**src/hdl/csvlp_pkg.sv**
```systemverilog
// ----------------------------------------------------------------------------
// csvlp_pkg
// Shared types and constants of the CSV sample line parser with sample FIFO.
// ----------------------------------------------------------------------------
package csvlp_pkg;

  localparam int unsigned FifoDepthDefault = 64;
  localparam int unsigned LineBytesDefault = 64;

  localparam int unsigned SampleW = 16;
  localparam int unsigned StatusW = 8;

  localparam logic [7:0] CharNul   = 8'h00;
  localparam logic [7:0] CharTab   = 8'h09;
  localparam logic [7:0] CharLf    = 8'h0A;
  localparam logic [7:0] CharVt    = 8'h0B;
  localparam logic [7:0] CharFf    = 8'h0C;
  localparam logic [7:0] CharCr    = 8'h0D;
  localparam logic [7:0] CharSpace = 8'h20;
  localparam logic [7:0] CharPlus  = 8'h2B;
  localparam logic [7:0] CharComma = 8'h2C;
  localparam logic [7:0] CharMinus = 8'h2D;
  localparam logic [7:0] CharZero  = 8'h30;
  localparam logic [7:0] CharNine  = 8'h39;

  localparam logic KindByte = 1'b0;
  localparam logic KindPop  = 1'b1;

  typedef enum logic [2:0] {
    LineBeforeFirst  = 3'd0,
    LineFirstToken   = 3'd1,
    LineBeforeSecond = 3'd2,
    LineSecondToken  = 3'd3,
    LineRest         = 3'd4
  } line_stage_e;

  typedef enum logic [1:0] {
    NumBlank  = 2'd0,
    NumDigits = 2'd1,
    NumDone   = 2'd2
  } number_stage_e;

  typedef enum logic [1:0] {
    LinkConnected    = 2'd0,
    LinkCheckLeads   = 2'd1,
    LinkDisconnected = 2'd2
  } link_status_e;

endpackage

```
**src/hdl/csv_sample_line_parser_fifo.sv**
```systemverilog
// ----------------------------------------------------------------------------
// csv_sample_line_parser_fifo
// Parses "sample,status" text lines byte by byte and queues the samples.
// ----------------------------------------------------------------------------
// Each input transaction is either one received byte or one pop request. The
// block takes one transaction per clock cycle while the output side keeps
// up: the parser and the FIFO pointers live in flip-flops and settle in the
// accepting cycle, while the samples sit in a RAM with a registered read.
// Every transaction yields exactly one result transaction, through the RAM
// read stage and then the output register. Those two stages form a two-entry
// buffer, so one more transaction is accepted while a result waits to be
// taken; after that the input stalls. Lines end on CR or LF; commas collapse,
// blanks and one sign may lead a token, NUL ends the text, and only the first
// LINE_BYTES-1 bytes of a line count. A completed line with a first token
// pushes its 16-bit sample; a full FIFO drops its oldest entry. A second
// token sets link_status (0 connected, 1 check leads, else disconnected).
// A pop returns the oldest sample, or the last popped one if the FIFO is
// empty. The sample RAM needs no clearing after reset: only written entries
// are ever read.
// ----------------------------------------------------------------------------
module csv_sample_line_parser_fifo #(
  parameter int unsigned FIFO_DEPTH = csvlp_pkg::FifoDepthDefault,
  parameter int unsigned LINE_BYTES = csvlp_pkg::LineBytesDefault,
  parameter int unsigned CntW       = $clog2(FIFO_DEPTH + 1)
) (
  input  logic                          clk_i,
  input  logic                          rst_ni,
  input  logic                          in_valid_i,
  output logic                          in_ready_o,
  input  logic                          kind_i,
  input  logic [7:0]                    rx_byte_i,
  output logic                          out_valid_o,
  input  logic                          out_ready_i,
  output logic [csvlp_pkg::SampleW-1:0] sample_out_o,
  output logic                          has_sample_o,
  output logic [1:0]                    link_status_o,
  output logic [CntW-1:0]               sample_count_o
);

  localparam int unsigned PtrW = (FIFO_DEPTH > 1) ? $clog2(FIFO_DEPTH) : 1;
  localparam int unsigned LenW = $clog2(LINE_BYTES);
  localparam logic [LenW-1:0] LenMax = LenW'(LINE_BYTES - 1);
  localparam logic [CntW-1:0] CntFull = CntW'(FIFO_DEPTH);
  localparam logic [PtrW-1:0] PtrLast = PtrW'(FIFO_DEPTH - 1);
  localparam int unsigned SW = csvlp_pkg::SampleW;
  localparam int unsigned TW = csvlp_pkg::StatusW;

  function automatic logic [PtrW-1:0] ptr_inc(input logic [PtrW-1:0] p);
    ptr_inc = (p == PtrLast) ? '0 : p + PtrW'(1);
  endfunction

  // Parser state
  csvlp_pkg::line_stage_e   line_stage_q, line_stage_d;
  csvlp_pkg::number_stage_e num_stage_q, num_stage_d;
  logic [SW-1:0]   sample_acc_q, sample_acc_d;
  logic [TW-1:0]   status_acc_q, status_acc_d;
  logic            sample_neg_q, sample_neg_d;
  logic            status_neg_q, status_neg_d;
  logic            first_seen_q, first_seen_d;
  logic            second_seen_q, second_seen_d;
  logic            text_ended_q, text_ended_d;
  logic [LenW-1:0] line_len_q, line_len_d;

  // FIFO control
  logic [PtrW-1:0] wr_ptr_q, wr_ptr_d;
  logic [PtrW-1:0] rd_ptr_q, rd_ptr_d;
  logic [CntW-1:0] count_q, count_d;
  logic [1:0]      status_q, status_d;

  // Read stage and output register
  logic            s1_valid_q;
  logic            s1_pop_q;
  logic [CntW-1:0] s1_count_q;
  logic [1:0]      s1_status_q;
  logic            out_valid_q;
  logic [SW-1:0]   out_sample_q;
  logic [CntW-1:0] out_count_q;
  logic [1:0]      out_status_q;
  logic [SW-1:0]   last_sample_q;

  logic          in_accept, byte_ev, pop_ev, pop_hit;
  logic          s1_move;
  logic          push;
  logic [SW-1:0] push_val;
  logic [SW-1:0] ram_rdata;
  logic [SW-1:0] s1_sample;

  // Byte classification for the number scanner
  logic          is_blank, is_digit, is_sign;
  logic [3:0]    digit;
  logic          feed_second;
  csvlp_pkg::number_stage_e feed_stage;
  logic [TW-1:0] status_val;

  assign s1_move    = s1_valid_q && (!out_valid_q || out_ready_i);
  assign in_ready_o = !s1_valid_q || s1_move;
  assign in_accept  = in_valid_i && in_ready_o;
  assign byte_ev    = in_accept && (kind_i == csvlp_pkg::KindByte);
  assign pop_ev     = in_accept && (kind_i == csvlp_pkg::KindPop);
  assign pop_hit    = pop_ev && (count_q != '0);

  assign is_blank = (rx_byte_i == csvlp_pkg::CharSpace) || (rx_byte_i == csvlp_pkg::CharTab) ||
                    (rx_byte_i == csvlp_pkg::CharVt)    || (rx_byte_i == csvlp_pkg::CharFf);
  assign is_digit = (rx_byte_i >= csvlp_pkg::CharZero) && (rx_byte_i <= csvlp_pkg::CharNine);
  assign is_sign  = (rx_byte_i == csvlp_pkg::CharPlus) || (rx_byte_i == csvlp_pkg::CharMinus);
  assign digit    = rx_byte_i[3:0];

  // A token start always rescans from the blank-skipping stage.
  assign feed_second = (line_stage_q == csvlp_pkg::LineBeforeSecond) ||
                       (line_stage_q == csvlp_pkg::LineSecondToken);
  assign feed_stage  = ((line_stage_q == csvlp_pkg::LineBeforeFirst) ||
                        (line_stage_q == csvlp_pkg::LineBeforeSecond)) ?
                       csvlp_pkg::NumBlank : num_stage_q;

  assign push_val   = sample_neg_q ? (SW'(0) - sample_acc_q) : sample_acc_q;
  assign status_val = status_neg_q ? (TW'(0) - status_acc_q) : status_acc_q;

  always_comb begin
    line_stage_d  = line_stage_q;
    num_stage_d   = num_stage_q;
    sample_acc_d  = sample_acc_q;
    status_acc_d  = status_acc_q;
    sample_neg_d  = sample_neg_q;
    status_neg_d  = status_neg_q;
    first_seen_d  = first_seen_q;
    second_seen_d = second_seen_q;
    text_ended_d  = text_ended_q;
    line_len_d    = line_len_q;
    status_d      = status_q;
    push          = 1'b0;

    if (byte_ev) begin
      if ((rx_byte_i == csvlp_pkg::CharCr) || (rx_byte_i == csvlp_pkg::CharLf)) begin
        // Line end: push a seen sample, update a seen status, clear the line.
        if ((line_len_q != '0) && first_seen_q) begin
          push = 1'b1;
          if (second_seen_q) begin
            if (status_val == TW'(0)) begin
              status_d = csvlp_pkg::LinkConnected;
            end else if (status_val == TW'(1)) begin
              status_d = csvlp_pkg::LinkCheckLeads;
            end else begin
              status_d = csvlp_pkg::LinkDisconnected;
            end
          end
        end
        line_stage_d  = csvlp_pkg::LineBeforeFirst;
        num_stage_d   = csvlp_pkg::NumBlank;
        sample_acc_d  = '0;
        status_acc_d  = '0;
        sample_neg_d  = 1'b0;
        status_neg_d  = 1'b0;
        first_seen_d  = 1'b0;
        second_seen_d = 1'b0;
        text_ended_d  = 1'b0;
        line_len_d    = '0;
      end else if (line_len_q < LenMax) begin
        line_len_d = line_len_q + LenW'(1);
        if (!text_ended_q) begin
          if (rx_byte_i == csvlp_pkg::CharNul) begin
            text_ended_d = 1'b1;
          end else if (rx_byte_i == csvlp_pkg::CharComma) begin
            if (line_stage_q == csvlp_pkg::LineFirstToken) begin
              line_stage_d = csvlp_pkg::LineBeforeSecond;
            end else if (line_stage_q == csvlp_pkg::LineSecondToken) begin
              line_stage_d = csvlp_pkg::LineRest;
            end
          end else if (line_stage_q != csvlp_pkg::LineRest) begin
            if (line_stage_q == csvlp_pkg::LineBeforeFirst) begin
              line_stage_d = csvlp_pkg::LineFirstToken;
              first_seen_d = 1'b1;
            end else if (line_stage_q == csvlp_pkg::LineBeforeSecond) begin
              line_stage_d  = csvlp_pkg::LineSecondToken;
              second_seen_d = 1'b1;
            end
            num_stage_d = feed_stage;
            case (feed_stage)
              csvlp_pkg::NumBlank: begin
                if (!is_blank) begin
                  if (is_sign) begin
                    if (rx_byte_i == csvlp_pkg::CharMinus) begin
                      if (feed_second) status_neg_d = 1'b1;
                      else             sample_neg_d = 1'b1;
                    end
                    num_stage_d = csvlp_pkg::NumDigits;
                  end else if (is_digit) begin
                    if (feed_second) status_acc_d = TW'(digit);
                    else             sample_acc_d = SW'(digit);
                    num_stage_d = csvlp_pkg::NumDigits;
                  end else begin
                    num_stage_d = csvlp_pkg::NumDone;
                  end
                end
              end
              csvlp_pkg::NumDigits: begin
                if (is_digit) begin
                  // acc * 10 + digit, wrapping in the accumulator width
                  if (feed_second) begin
                    status_acc_d = {status_acc_q[TW-4:0], 3'b000} +
                                   {status_acc_q[TW-2:0], 1'b0} + TW'(digit);
                  end else begin
                    sample_acc_d = {sample_acc_q[SW-4:0], 3'b000} +
                                   {sample_acc_q[SW-2:0], 1'b0} + SW'(digit);
                  end
                end else begin
                  num_stage_d = csvlp_pkg::NumDone;
                end
              end
              default: begin
              end
            endcase
          end
        end
      end
    end
  end

  // FIFO pointers: a pop reads the oldest entry; a push onto a full FIFO
  // advances the read pointer to drop the oldest.
  always_comb begin
    wr_ptr_d = wr_ptr_q;
    rd_ptr_d = rd_ptr_q;
    count_d  = count_q;
    if (push) begin
      wr_ptr_d = ptr_inc(wr_ptr_q);
      if (count_q == CntFull) begin
        rd_ptr_d = ptr_inc(rd_ptr_q);
      end else begin
        count_d = count_q + CntW'(1);
      end
    end else if (pop_hit) begin
      rd_ptr_d = ptr_inc(rd_ptr_q);
      count_d  = count_q - CntW'(1);
    end
  end

  csvlp_ram #(
    .Width (SW),
    .Depth (FIFO_DEPTH),
    .AddrW (PtrW)
  ) u_sample_ram (
    .clk_i   (clk_i),
    .we_i    (push),
    .waddr_i (wr_ptr_q),
    .wdata_i (push_val),
    .re_i    (pop_hit),
    .raddr_i (rd_ptr_q),
    .rdata_o (ram_rdata)
  );

  always_ff @(posedge clk_i or negedge rst_ni) begin
    if (!rst_ni) begin
      line_stage_q  <= csvlp_pkg::LineBeforeFirst;
      num_stage_q   <= csvlp_pkg::NumBlank;
      sample_acc_q  <= '0;
      status_acc_q  <= '0;
      sample_neg_q  <= 1'b0;
      status_neg_q  <= 1'b0;
      first_seen_q  <= 1'b0;
      second_seen_q <= 1'b0;
      text_ended_q  <= 1'b0;
      line_len_q    <= '0;
      wr_ptr_q      <= '0;
      rd_ptr_q      <= '0;
      count_q       <= '0;
      status_q      <= csvlp_pkg::LinkDisconnected;
      s1_valid_q    <= 1'b0;
      out_valid_q   <= 1'b0;
      last_sample_q <= '0;
    end else begin
      line_stage_q  <= line_stage_d;
      num_stage_q   <= num_stage_d;
      sample_acc_q  <= sample_acc_d;
      status_acc_q  <= status_acc_d;
      sample_neg_q  <= sample_neg_d;
      status_neg_q  <= status_neg_d;
      first_seen_q  <= first_seen_d;
      second_seen_q <= second_seen_d;
      text_ended_q  <= text_ended_d;
      line_len_q    <= line_len_d;
      wr_ptr_q      <= wr_ptr_d;
      rd_ptr_q      <= rd_ptr_d;
      count_q       <= count_d;
      status_q      <= status_d;
      // Hold the read stage until the output register can take it.
      if (in_accept) begin
        s1_valid_q <= 1'b1;
      end else if (s1_move) begin
        s1_valid_q <= 1'b0;
      end
      if (s1_move) begin
        out_valid_q   <= 1'b1;
        last_sample_q <= s1_sample;
      end else if (out_ready_i) begin
        out_valid_q <= 1'b0;
      end
    end
  end

  // The RAM read register takes a popped sample as the pop is accepted;
  // that register holds until the next read, which only comes with a new item.
  assign s1_sample = s1_pop_q ? ram_rdata : last_sample_q;

  always_ff @(posedge clk_i) begin
    if (in_accept) begin
      s1_pop_q    <= pop_hit;
      s1_count_q  <= count_d;
      s1_status_q <= status_d;
    end
    if (s1_move) begin
      out_sample_q <= s1_sample;
      out_count_q  <= s1_count_q;
      out_status_q <= s1_status_q;
    end
  end

  assign out_valid_o    = out_valid_q;
  assign sample_out_o   = out_sample_q;
  assign sample_count_o = out_count_q;
  assign has_sample_o   = (out_count_q != '0);
  assign link_status_o  = out_status_q;

  // Assertions
  a_count_bound: assert property (@(posedge clk_i) disable iff (!rst_ni)
    count_q <= CntFull)
    else $error("FIFO count exceeds depth");

  a_ptr_consistent: assert property (@(posedge clk_i) disable iff (!rst_ni)
    ((int'(rd_ptr_q) + int'(count_q)) == int'(wr_ptr_q)) ||
    ((int'(rd_ptr_q) + int'(count_q)) == (int'(wr_ptr_q) + int'(FIFO_DEPTH))))
    else $error("FIFO pointers disagree with count");

  a_full_push_keeps_full: assert property (@(posedge clk_i) disable iff (!rst_ni)
    (push && (count_q == CntFull)) |=> (count_q == CntFull))
    else $error("push onto full FIFO changed the count");

  a_no_overrun: assert property (@(posedge clk_i) disable iff (!rst_ni)
    (s1_valid_q && !s1_move) |-> !in_accept)
    else $error("read stage overwritten while stalled");

  a_empty_pop_no_read: assert property (@(posedge clk_i) disable iff (!rst_ni)
    (pop_ev && (count_q == '0)) |=> (count_q == '0) && $stable(rd_ptr_q))
    else $error("pop on empty FIFO changed state");

endmodule

```
**src/hdl/csvlp_ram.sv**
```systemverilog
// ----------------------------------------------------------------------------
// csvlp_ram
// Generic simple dual-port RAM: one write port, one read port, registered read.
// ----------------------------------------------------------------------------
module csvlp_ram #(
  parameter int unsigned Width = 16,
  parameter int unsigned Depth = 64,
  parameter int unsigned AddrW = (Depth > 1) ? $clog2(Depth) : 1
) (
  input  logic             clk_i,
  input  logic             we_i,
  input  logic [AddrW-1:0] waddr_i,
  input  logic [Width-1:0] wdata_i,
  input  logic             re_i,
  input  logic [AddrW-1:0] raddr_i,
  output logic [Width-1:0] rdata_o
);

  logic [Width-1:0] mem_q [Depth];
  logic [Width-1:0] rdata_q;

  always_ff @(posedge clk_i) begin
    if (we_i) begin
      mem_q[waddr_i] <= wdata_i;
    end
    if (re_i) begin
      rdata_q <= mem_q[raddr_i];
    end
  end

  assign rdata_o = rdata_q;

endmodule

```
**config.mk**
```make
export PLATFORM = sky130hd
export DESIGN_NAME = csv_sample_line_parser_fifo
export DESIGN_NICKNAME = d
export VERILOG_FILES = /design/src/hdl/csvlp_pkg.sv /design/src/hdl/csv_sample_line_parser_fifo.sv /design/src/hdl/csvlp_ram.sv
export SDC_FILE = /design/constraint.sdc
export NUM_CORES = 1
export LEC_CHECK = 0
export BUFFER_PORTS_ARGS = -buffer_cell sky130_fd_sc_hd__buf_2
export CAP_MARGIN = 0
export CELL_PAD_IN_SITES_DETAIL_PLACEMENT = 1
export CELL_PAD_IN_SITES_GLOBAL_PLACEMENT = 2
export CORE_MARGIN = 1
export CORE_UTILIZATION = 45
export DETAILED_ROUTE_END_ITERATION = 8
export GPL_ROUTABILITY_DRIVEN = 0
export GPL_TIMING_DRIVEN = 0
export PLACE_DENSITY_LB_ADDON = 0.3
export SETUP_SLACK_MARGIN = 0.02
export SYNTH_ARGS = -nofsm -noshare
export SYNTH_HDL_FRONTEND = slang
export SYNTH_SLANG_ARGS = --single-unit
```
**constraint.sdc**
```tcl
create_clock -name clk_i -period 4.5 [get_ports clk_i]
set_input_delay 0.225 -clock clk_i [delete_from_list [all_inputs] [get_ports clk_i]]
set_output_delay 0.225 -clock clk_i [all_outputs]
set_load 0.05 [all_outputs]
```
### Word level (Yosys, flattened, before mapping)

Memory sizes are Yosys's and may differ from the RTL's. A register that Yosys moved wholly into a read port is not among the register bits.
Cells that the tools add are included.

* register bits after elaboration: 114
* RAM bits: 1024
* output and inout bits: 28
* word-level logic and storage cells: 239
* memories: 1

Memories
* u_sample_ram.mem_q: words 64, width 16, rd ports 1, clocked after Yosys merged registers in 1, wr ports 1, line csvlp_ram.sv:19 `logic [Width-1:0] mem_q [Depth];`

* add/sub/neg operators: 11
* magnitude comparators: 3
* equality and inequality tests: 34
* mux-type cells: 117
* bitwise logic cells: 1
* reduce and logical (&&, ||, !) cells: 49

Operator list (number)
* $mux W16: 14
* $mux W8: 13
* $mux W1: 50
* $mux W6: 7
* $eq A8 B4 Y1 const B: 5
* $mux W2: 17
* $eq A8 B6 Y1 const B: 4
* $pmux W16 S2: 1
* $mux W3: 10
* $ne A3 B3 Y1 const B: 9
* $reduce_and A13 Y1: 2
* $reduce_and A11 Y1: 2
* $reduce_bool A2 Y1: 11
* $mux W7: 3
* $add A6 B1 Y6 const B: 3
* $add A16 B16 Y16: 1
* $add A16 B4 Y16: 1
* $logic_not A8 Y1: 2
* $pmux W8 S2: 1
* $sub A1 B16 Y16 const A: 1
* $reduce_and A7 Y1: 2
* $reduce_bool A7 Y1: 2
* $eq A6 B6 Y1 const B: 2
* $ne A2 B1 Y1 const B: 5
* 28 further kinds: 47

### Logic depth before layout (Yosys ltp)

Gate-level depths: netlist of the first run.

* word-level depth: 13
* gate-level depth with buffers: 11

### Hierarchy

Synthesis of the first run repeated with hierarchy kept, for this count alone.

* cell total of the unflattened synthesis: 2453
* area total of the unflattened synthesis: 46858.7 um^2

Modules (own cells, without submodules)
* csvlp_ram: instances 1, cells each 1820, area each 40138.5 um^2, seq. area each 31230.0 um^2
* csv_sample_line_parser_fifo: instances 1, cells each 633, area each 6720.2 um^2, seq. area each 3029.2 um^2

### Least setup slack after synthesis of the first run

No wires, ideal clock.

* path kind: register to register
* start: register sample_acc_q[0]
* end: memory u_sample_ram.mem_q[0][14] (data pin)
* data arrival time: 3.801 ns
* slack: 0.132 ns
* cell stages (with the launch flop): 8
* buffers on the path: 0
* cell sequence: dfrtp_1 > inv_1 > ha_1 > nand2_1 > or2_2 > or4_1 > o21ai_0 > xnor2_1

* longest elaborated chain between the ends: 2

Ends and longest elaborated chain
* start: declaration: line csv_sample_line_parser_fifo.sv:55 `logic [SW-1:0] sample_acc_q, sample_acc_d;`
* start signal: assignment: line csv_sample_line_parser_fifo.sv:273 `sample_acc_q <= sample_acc_d;`
* $sub A1 B16 Y16: line csv_sample_line_parser_fifo.sv:115 `assign push_val = sample_neg_q ? (SW'(0) - sample_acc_q) : sample_acc_q;`
* $mux W16: line csv_sample_line_parser_fifo.sv:115
* named net push_val[14]: line csv_sample_line_parser_fifo.sv:84 `logic [SW-1:0] push_val;`
* end: declaration: line csvlp_ram.sv:19

The timed path passes the listed nets, and every way through them passes these cells.

==> results by group, run 1 <==
Timing
  • Final worst path period share: 94.0%
  • Period minus WS final: 4.23 ns
  • Worst-margin pin slew: 1.06 ns
  • RSZ-0062 raised after global routing: false
  • Skew final: 0.0614 ns
  • Hold WS: 0.0969 ns
  • Slew Viols, Final: 0
  • Final setup violation count: 0
  • Peak Freq: 236 MHz
  • Relative slew slack: 29.1%
  • Final hold violations: 0

Power and ir drop
  • Power Density: 489 nW/um^2
  • Leak pwr: 0.0196 uW
  • Peak VDD IR: 0.337 mV

Floorplanning
  • Die Height: 321 um
  • Core area: 101000 um^2
  • Rows: 116
  • Starting Density: 45.6%
  • Die X: 321 um
  • Die area: 103000 um^2
  • I/O pin count: 41

GRT
  • Initial antenna violation count: 3
  • Gr ovfl total: 0
  • First-pass GRT wire length: 173000 um
  • Pin count of the biggest net entering global routing: 58
  • Vias in the first global route: 24991
  • Tot GR Track Use: 23.2%

Worst setup path
  • Setup Crit Path Kind: reg2reg
  • Crit-path slowest cell: clkbuf_1
  • Critical Path End Type: flop
  • CP required: 4.90 ns
  • Startpoint Class: flop
  • CP max stage delay: 0.75 ns
  • CP Cell Sequence: clkbuf_1 -> clkbuf_1 -> buf_2 -> mux4_2 -> a22oi_1 -> nand2_1 -> a22oi_1 -> o221ai_1
  • Worst EP arrival: 4.63 ns
  • FF-to-FF setup slack: 0.27 ns
  • Critical path fanouts, max: 10

Yosys
  • Synthesized flop and latch total: 1154
  • Post-Syn Area: 45900 um^2
  • Post-synth EDFFs: 1075
  • Ys Warns: 0
  • Mapped Cells: 2317
  • Count leader, synth: edfxtp_1
  • Largest cells by area after synthesis: edfxtp_1 (70%), mux4_2 (13%), dfrtp_1 (4.3%)
  • Syn Area/Cell: 19.8 um^2
  • Post-Syn Nets: 2380
  • Post-synth top flop: edfxtp_1
  • Synth cell types: 75
  • Post-synth top cells: edfxtp_1 (1075), mux4_2 (256), nor2_1 (100), a22oi_1 (93), nand2_1 (89)
  • Async set-reset flop share out of synthesis: 6.85%
  • Seq/Total Area, Yosys: 74.7%
  • Top-area cell type share of the netlist area: 70.4%
  • Area leader, netlist: edfxtp_1

Detailed routing
  • Iter 0 DRT Violations: 2293
  • DRT antenna net count: 0
  • WL per Instance: 29.2 um
  • Drt drc: 0
  • Total wire length: 117000 um
  • Via count: 23856
  • DRT Pass-1 Iters: 5
  • DR vias/cell: 5.93

Layout
  • Layout Area Growth over Synthesis: 16.1%
  • Share of post-route cells with drive strength above 1: 26.8%
  • Final Net Count: 2635
  • Post-Route Utilization: 52.9%
  • Final instance count without filler cells: 4021

Clock tree
  • CTS root buffer: clkbuf_16
  • Clock buffer depth: 3
  • CTS buffer count: 115
  • Clock transition at path regs: 0.06 ns
  • CTS sink cnt: 1154
  • CTS tree: done
  • H-tree Lvls: 3
  • Worst skew pair latency: 0.73 ns

Placement
  • Cells after DPL: 3804
  • # port buffers: 40
  • DP HPWL: 81500 um

Worst hold path
  • Worst Hold Class: in2reg

Run
  • MaxCap Viol Count: 0

Outcome
  • Status: finished clean
placed cells by master, fill, tap and decap left out, types with 7 or more instances in the layout:
master / n
edfxtp_1: 1075
mux4_2: 256
clkbuf_16: 115
a22oi_1: 93
clkbuf_1: 91
nand2_1: 89
dfrtp_1: 77
buf_2: 72
nor2_2: 65
buf_8: 65
nand3_1: 52
ha_1: 46
o21ai_0: 43
nor2_1: 36
mux2_2: 33
o22ai_1: 30
o31ai_1: 27
inv_1: 23
clkinv_1: 21
buf_1: 20
a21oi_1: 18
xnor2_1: 16
buf_6: 16
clkinv_2: 16
and4_1: 14
xnor2_2: 14
xor2_1: 12
a21o_1: 11
nor2b_1: 11
nand2b_1: 10
nand4_1: 9
a22o_1: 9
bufinv_16: 9
buf_16: 9
nand3b_1: 8
mux2i_1: 8
nor3_1: 7
dlygate4sd3_1: 7
state kept, by name (all words and copies together) (netlist names), 2 cells and up:
signal / cells
count_q: 7
last_sample_q: 16
line_len_q: 6
line_stage_q: 3
link_status_o: 2
num_stage_q: 2
rd_ptr_q: 6
s1_count_q: 7
s1_status_q: 2
sample_acc_q: 16
sample_count_o: 7
sample_out_o: 16
status_acc_q: 8
status_q: 2
u_sample_ram.mem_q: 1024
u_sample_ram.rdata_o: 16
wr_ptr_q: 6
cell families after synthesis:
logic type               count (synthesis)  synth area share, %
buffers and inverters                  144                 1.31
flip-flops                            1154                 74.7
XOR/XNOR                                42                0.802
AND/OR/NAND/NOR                        343                 3.71
adder cells (fa/ha/maj)                 50                 1.43
multiplexers                           297                 13.6
AO/OA/AOI/OAI                          287                 4.51
power breakdown:
part / switching, uW / internal, uW
combinational: 2980 / 1600
sequential: 160 / 11900
clock: 4060 / 5310
path summary, 6_finish.rpt:
| kind | start | endpoint | cells after the start |
|---|---|---|---|
| worst min-delay path | kind_i | count_q[3]$_DFF_PN0_ | 5 |
| max in group asynchronous | rst_ni | status_q[1]$_DFF_PN1_ | 4 |
| min in group asynchronous | rst_ni | last_sample_q[1]$_DFFE_PN0P_ | 4 |
| worst max-delay path | rd_ptr_q[0]$_DFFE_PN0P_ | u_sample_ram.rdata_o[0]$_DFFE_PP_ | 8 |
| worst max register to register | rd_ptr_q[0]$_DFFE_PN0P_ | u_sample_ram.rdata_o[0]$_DFFE_PP_ | 8 |
| worst min register to register | s1_count_q[1]$_DFFE_PP_ | sample_count_o[1]$_DFFE_PP_ | 0 |
routing by layer:
| metal | share of wire (%) | global-route usage, % | vias up |
|---|---|---|---|
| li1 | - | - | 10115 |
| met2 | 49 | 37.8 | 751 |
| met3 | 6.3 | 3.84 | 135 |
| met4 | 2.5 | 6.72 | 0 |
| met5 | 0 | 0 | - |
| met1 | 42 | 32.3 | 12855 |
what timing repair did:
item,CTS,global route
setup buffers,0,0
hold buffers,8,0
setup endpoints to repair,3,1
hold endpoints to repair,84,0
pin swaps,0,0
resized for setup,1,5
metrics by stage:
step                      total power, uW  setup TNS (ns)  area [um^2]  setup WS, ns
after floorplan                     15200               0        45900         0.132
final                               26000               0        53300         0.269
after global routing                26900               0        53300         0.189
after detailed placement            16900          -0.155        49500       -0.0968
after CTS                           26200               0        53200        0.0972
after global placement              16800        -2932.81        47800         -3.75
final cells by class:
cell class              count  area, um^2
clock inverters            59         628
flip-flops and latches   1154       34300
clock buffers             149        3060
inverters                  23        86.3
fillers                  8861       47300
repair buffers            138        1710
multi-input cells        1019       11300
well taps                1357        1700
plain buffers             121         523
diodes                      1        2.50
critical path, delay by kind of cell, from the launching register on:
family	cells	cell delay, ns
buffers and inverters	3	1.93
AOI/OAI and AO/OA	3	0.85
muxes	1	0.60
and+or+nand+nor	1	0.14
DFF	1	0.35
Power figures use the tool's default switching activity.
==> inputs of run 2 (changes only) <==
--- a/config.mk
+++ b/config.mk
@@ -5,13 +5,13 @@
 export SDC_FILE = /design/constraint.sdc
 export NUM_CORES = 1
 export LEC_CHECK = 0
-export BUFFER_PORTS_ARGS = -buffer_cell sky130_fd_sc_hd__buf_2
 export CAP_MARGIN = 0
 export CELL_PAD_IN_SITES_DETAIL_PLACEMENT = 1
 export CELL_PAD_IN_SITES_GLOBAL_PLACEMENT = 2
 export CORE_MARGIN = 1
 export CORE_UTILIZATION = 45
 export DETAILED_ROUTE_END_ITERATION = 8
+export DONT_BUFFER_PORTS = 1
 export GPL_ROUTABILITY_DRIVEN = 0
 export GPL_TIMING_DRIVEN = 0
 export PLACE_DENSITY_LB_ADDON = 0.3
==> results by group, run 2 (synthesized netlist as in run 1, its figures left out) <==
Detailed routing
  • Total wire length: 119000 um (+1.4%)
  • Via count: 23881 (+0.10%)
  • DRT Pass-1 Iters: 5 (unchanged)
  • Drt drc: 0 (unchanged)
  • WL per Instance: 29.7 um (+1.8%)
  • DR vias/cell: 5.96 (+0.48%)
  • Iter 0 DRT Violations: 2438 (+6.3%)
  • DRT antenna net count: 0 (unchanged)

Worst setup path
  • Reg2reg path depth: 7 (-1)
  • Worst EP arrival: 4.76 ns (+0.13 ns)
  • CP max stage delay: 1.00 ns (+0.25 ns)
  • CP endpoint: u_sample_ram.mem_q[37][11]$_DFFE_PP_
  • CP Depth: 7 (-1)
  • Reg2reg end: u_sample_ram.mem_q[37][11]$_DFFE_PP_
  • Startpoint Class: flop
  • CP delay by family, top: simple AND/OR/NAND/NOR gates
  • Critical path fanouts, max: 16 (+6)
  • Worst reg2reg path startpoint: out_valid_o$_DFFE_PN0P_
  • Most frequent CP cell: nand3b_1
  • Crit path buffers/inverters: 1 (-2)
  • Setup Crit Path Kind: reg2reg
  • Worst setup path startpoint: out_valid_o$_DFFE_PN0P_
  • Critical Path End Type: flop
  • FF-to-FF setup slack: 0.05 ns (-0.22 ns)
  • Crit-path slowest cell: nor2_2
  • CP required: 4.81 ns (-0.09 ns)
  • CP Cell Sequence: nand3b_1 -> nand3b_1 -> or3_1 -> buf_2 -> nor2_4 -> nand3_1 -> nor2_2

Timing
  • TNS Setup: 0 ns (unchanged)
  • Period minus WS final: 4.45 ns (+0.217 ns)
  • Skew final: 0.0413 ns (-0.0201 ns)
  • Slew Viols, Final: 0 (unchanged)
  • Peak Freq: 225 MHz (-4.9%)
  • Relative slew slack: 20.4% (-8.7 points)
  • Final setup violation count: 0 (unchanged)
  • Final worst path period share: 98.8% (+4.8 points)
  • RSZ-0062 raised after global routing: true
  • Worst-margin pin slew: 1.19 ns (+0.131 ns)
  • Final hold violations: 0 (unchanged)
  • Final WS setup: 0.0521 ns (-0.217 ns)

Layout
  • Most flop-heavy register: u_sample_ram.mem_q
  • Post-Route Utilization: 53.1% (+0.20 points)
  • Final Net Count: 2611 (-0.91%)
  • Most frequent cells in the layout: edfxtp_1 (1075), mux4_2 (256), clkbuf_16 (118), clkbuf_1 (96), a22oi_1 (93)
  • Most common cell after layout, fill and taps aside: edfxtp_1
  • Final instance count without filler cells: 4006 (-0.37%)
  • Share of post-route cells with drive strength above 1: 26.0% (-0.74 points)
  • Layout Area Growth over Synthesis: 16.5%
  • Fin area: 53500 um^2 (+0.38%)
  • Max FFs per register: 1024 (unchanged)

Floorplanning
  • Rows: 116 (unchanged)
  • Die area: 103000 um^2 (unchanged)
  • Die X: 321 um (unchanged)
  • Starting Density: 45.6% (unchanged)
  • Die Height: 321 um (unchanged)
  • I/O pin count: 41 (unchanged)
  • Core area: 101000 um^2 (unchanged)

Clock tree
  • H-tree Lvls: 3 (unchanged)
  • CTS tree: done
  • CTS buffer count: 118 (+2.6%)
  • CTS sink cnt: 1154 (unchanged)
  • CTS root buffer: clkbuf_16
  • Worst skew pair latency: 0.72 ns (about the same)
  • Clock buffer depth: 3 (unchanged)
  • Clock transition at path regs: 0.06 ns (about the same)

GRT
  • Vias in the first global route: 25288 (+1.2%)
  • Tot GR Track Use: 23.3% (+0.15 points)
  • First-pass GRT wire length: 173000 um (+0.32%)
  • Initial antenna violation count: 3 (unchanged)
  • Pin count of the biggest net entering global routing: 80 (+38%)
  • Gr ovfl total: 0 (unchanged)

Power and ir drop
  • Power Density: 490 nW/um^2 (+0.34%)
  • Leak pwr: 0.0196 uW (about the same)
  • Peak VDD IR: 0.315 mV (-6.5%)

Run
  • MaxCap Viol Count: 0 (unchanged)

Worst hold path
  • Worst Hold Class: in2reg

Placement
  • DP HPWL: 81900 um (+0.45%)
  • Dpl cell area: 49300 um^2 (-0.40%)
  • # port buffers: 0 (-100%)
  • Cells after DPL: 3761 (-1.1%)
  • Place WS: -0.453 ns (-0.357 ns)

Outcome
  • Status: finished clean
## run 2: changes by cell type in the layout (fill, tap and decap cells not counted), sizes merged
cell           before  now
buf               187  157
clkbuf            213  222
dlygate4sd3         7   10
clkinv             43   45
inv                26   28
clkdlybuf4s15       1    0
clkinvlp            4    3
diode               1    2
## run 2: timing repair
action	in CTS	in global routing
hold buffers	11	0
pin swaps	5	1
setup buffers	9	4
endpoints found under the setup margin	280	186
gates resized for setup	16	7
hold endpoints to repair	100	0
## run 2: tightest hold or removal path: cells and delay by family
kind             cells  cell delay (ns)
AO/OA/AOI/OAI        2             0.28
AND/OR/NAND/NOR      2             0.18
## run 2: final cells by class
| cell class | instances | area (um^2) |
|---|---|---|
| antenna | 2 | 5.00 |
| buffer | 121 | 515 |
| clock buffer | 157 | 3170 |
| clock inverter | 62 | 623 |
| fill | 8925 | 47100 |
| inverter | 23 | 86.3 |
| multi-input combinational | 1019 | 11400 |
| sequential | 1154 | 34300 |
| tap | 1357 | 1700 |
| timing repair buffer | 111 | 1710 |
## run 2: power by group
part           total [uW]  leakage [uW]  switching, uW  internal (uW)
Clock                9570       0.00184           4100           5470
Sequential          12200        0.0131            323          11900
Combinational        4400       0.00470           2830           1560
Total               26200        0.0196           7260          18900
## run 2: worst min-delay path by stage
stage	startpoint	endpoint	cells past startpoint
6_report	rx_byte_i[4]	text_ended_q$_DFFE_PN0P_	4
4_1_cts	rx_byte_i[4]	text_ended_q$_DFFE_PN0P_	4
3_5_place_dp	rst_ni	count_q[5]$_DFF_PN0_	0
5_1_grt	rx_byte_i[4]	text_ended_q$_DFFE_PN0P_	4
2_1_floorplan	rst_ni	count_q[0]$_DFF_PN0_	0
3_3_place_gp	rst_ni	out_valid_o$_DFFE_PN0P_	0
## run 2: routing by layer
layer / routed length [um] / part of all wire, % / vias up / GRT usage, %
met4: 3940 / 3.3 / 2 / 8.06
li1: - / - / 10069 / -
met3: 6560 / 5.5 / 165 / 3.68
met5: 13 / 0.011 / - / 0
met1: 50300 / 42 / 12906 / 32.1
met2: 58300 / 49 / 739 / 38.1
## run 2: metrics by stage
stage	hold slack (ns)	total power, uW
after floorplan	-0.0706	15200
after global placement	-0.0687	16700
after detailed placement	-0.0687	16800
after CTS	0.00575	26400
after global routing	0.0422	27000
final	0.0415	26200
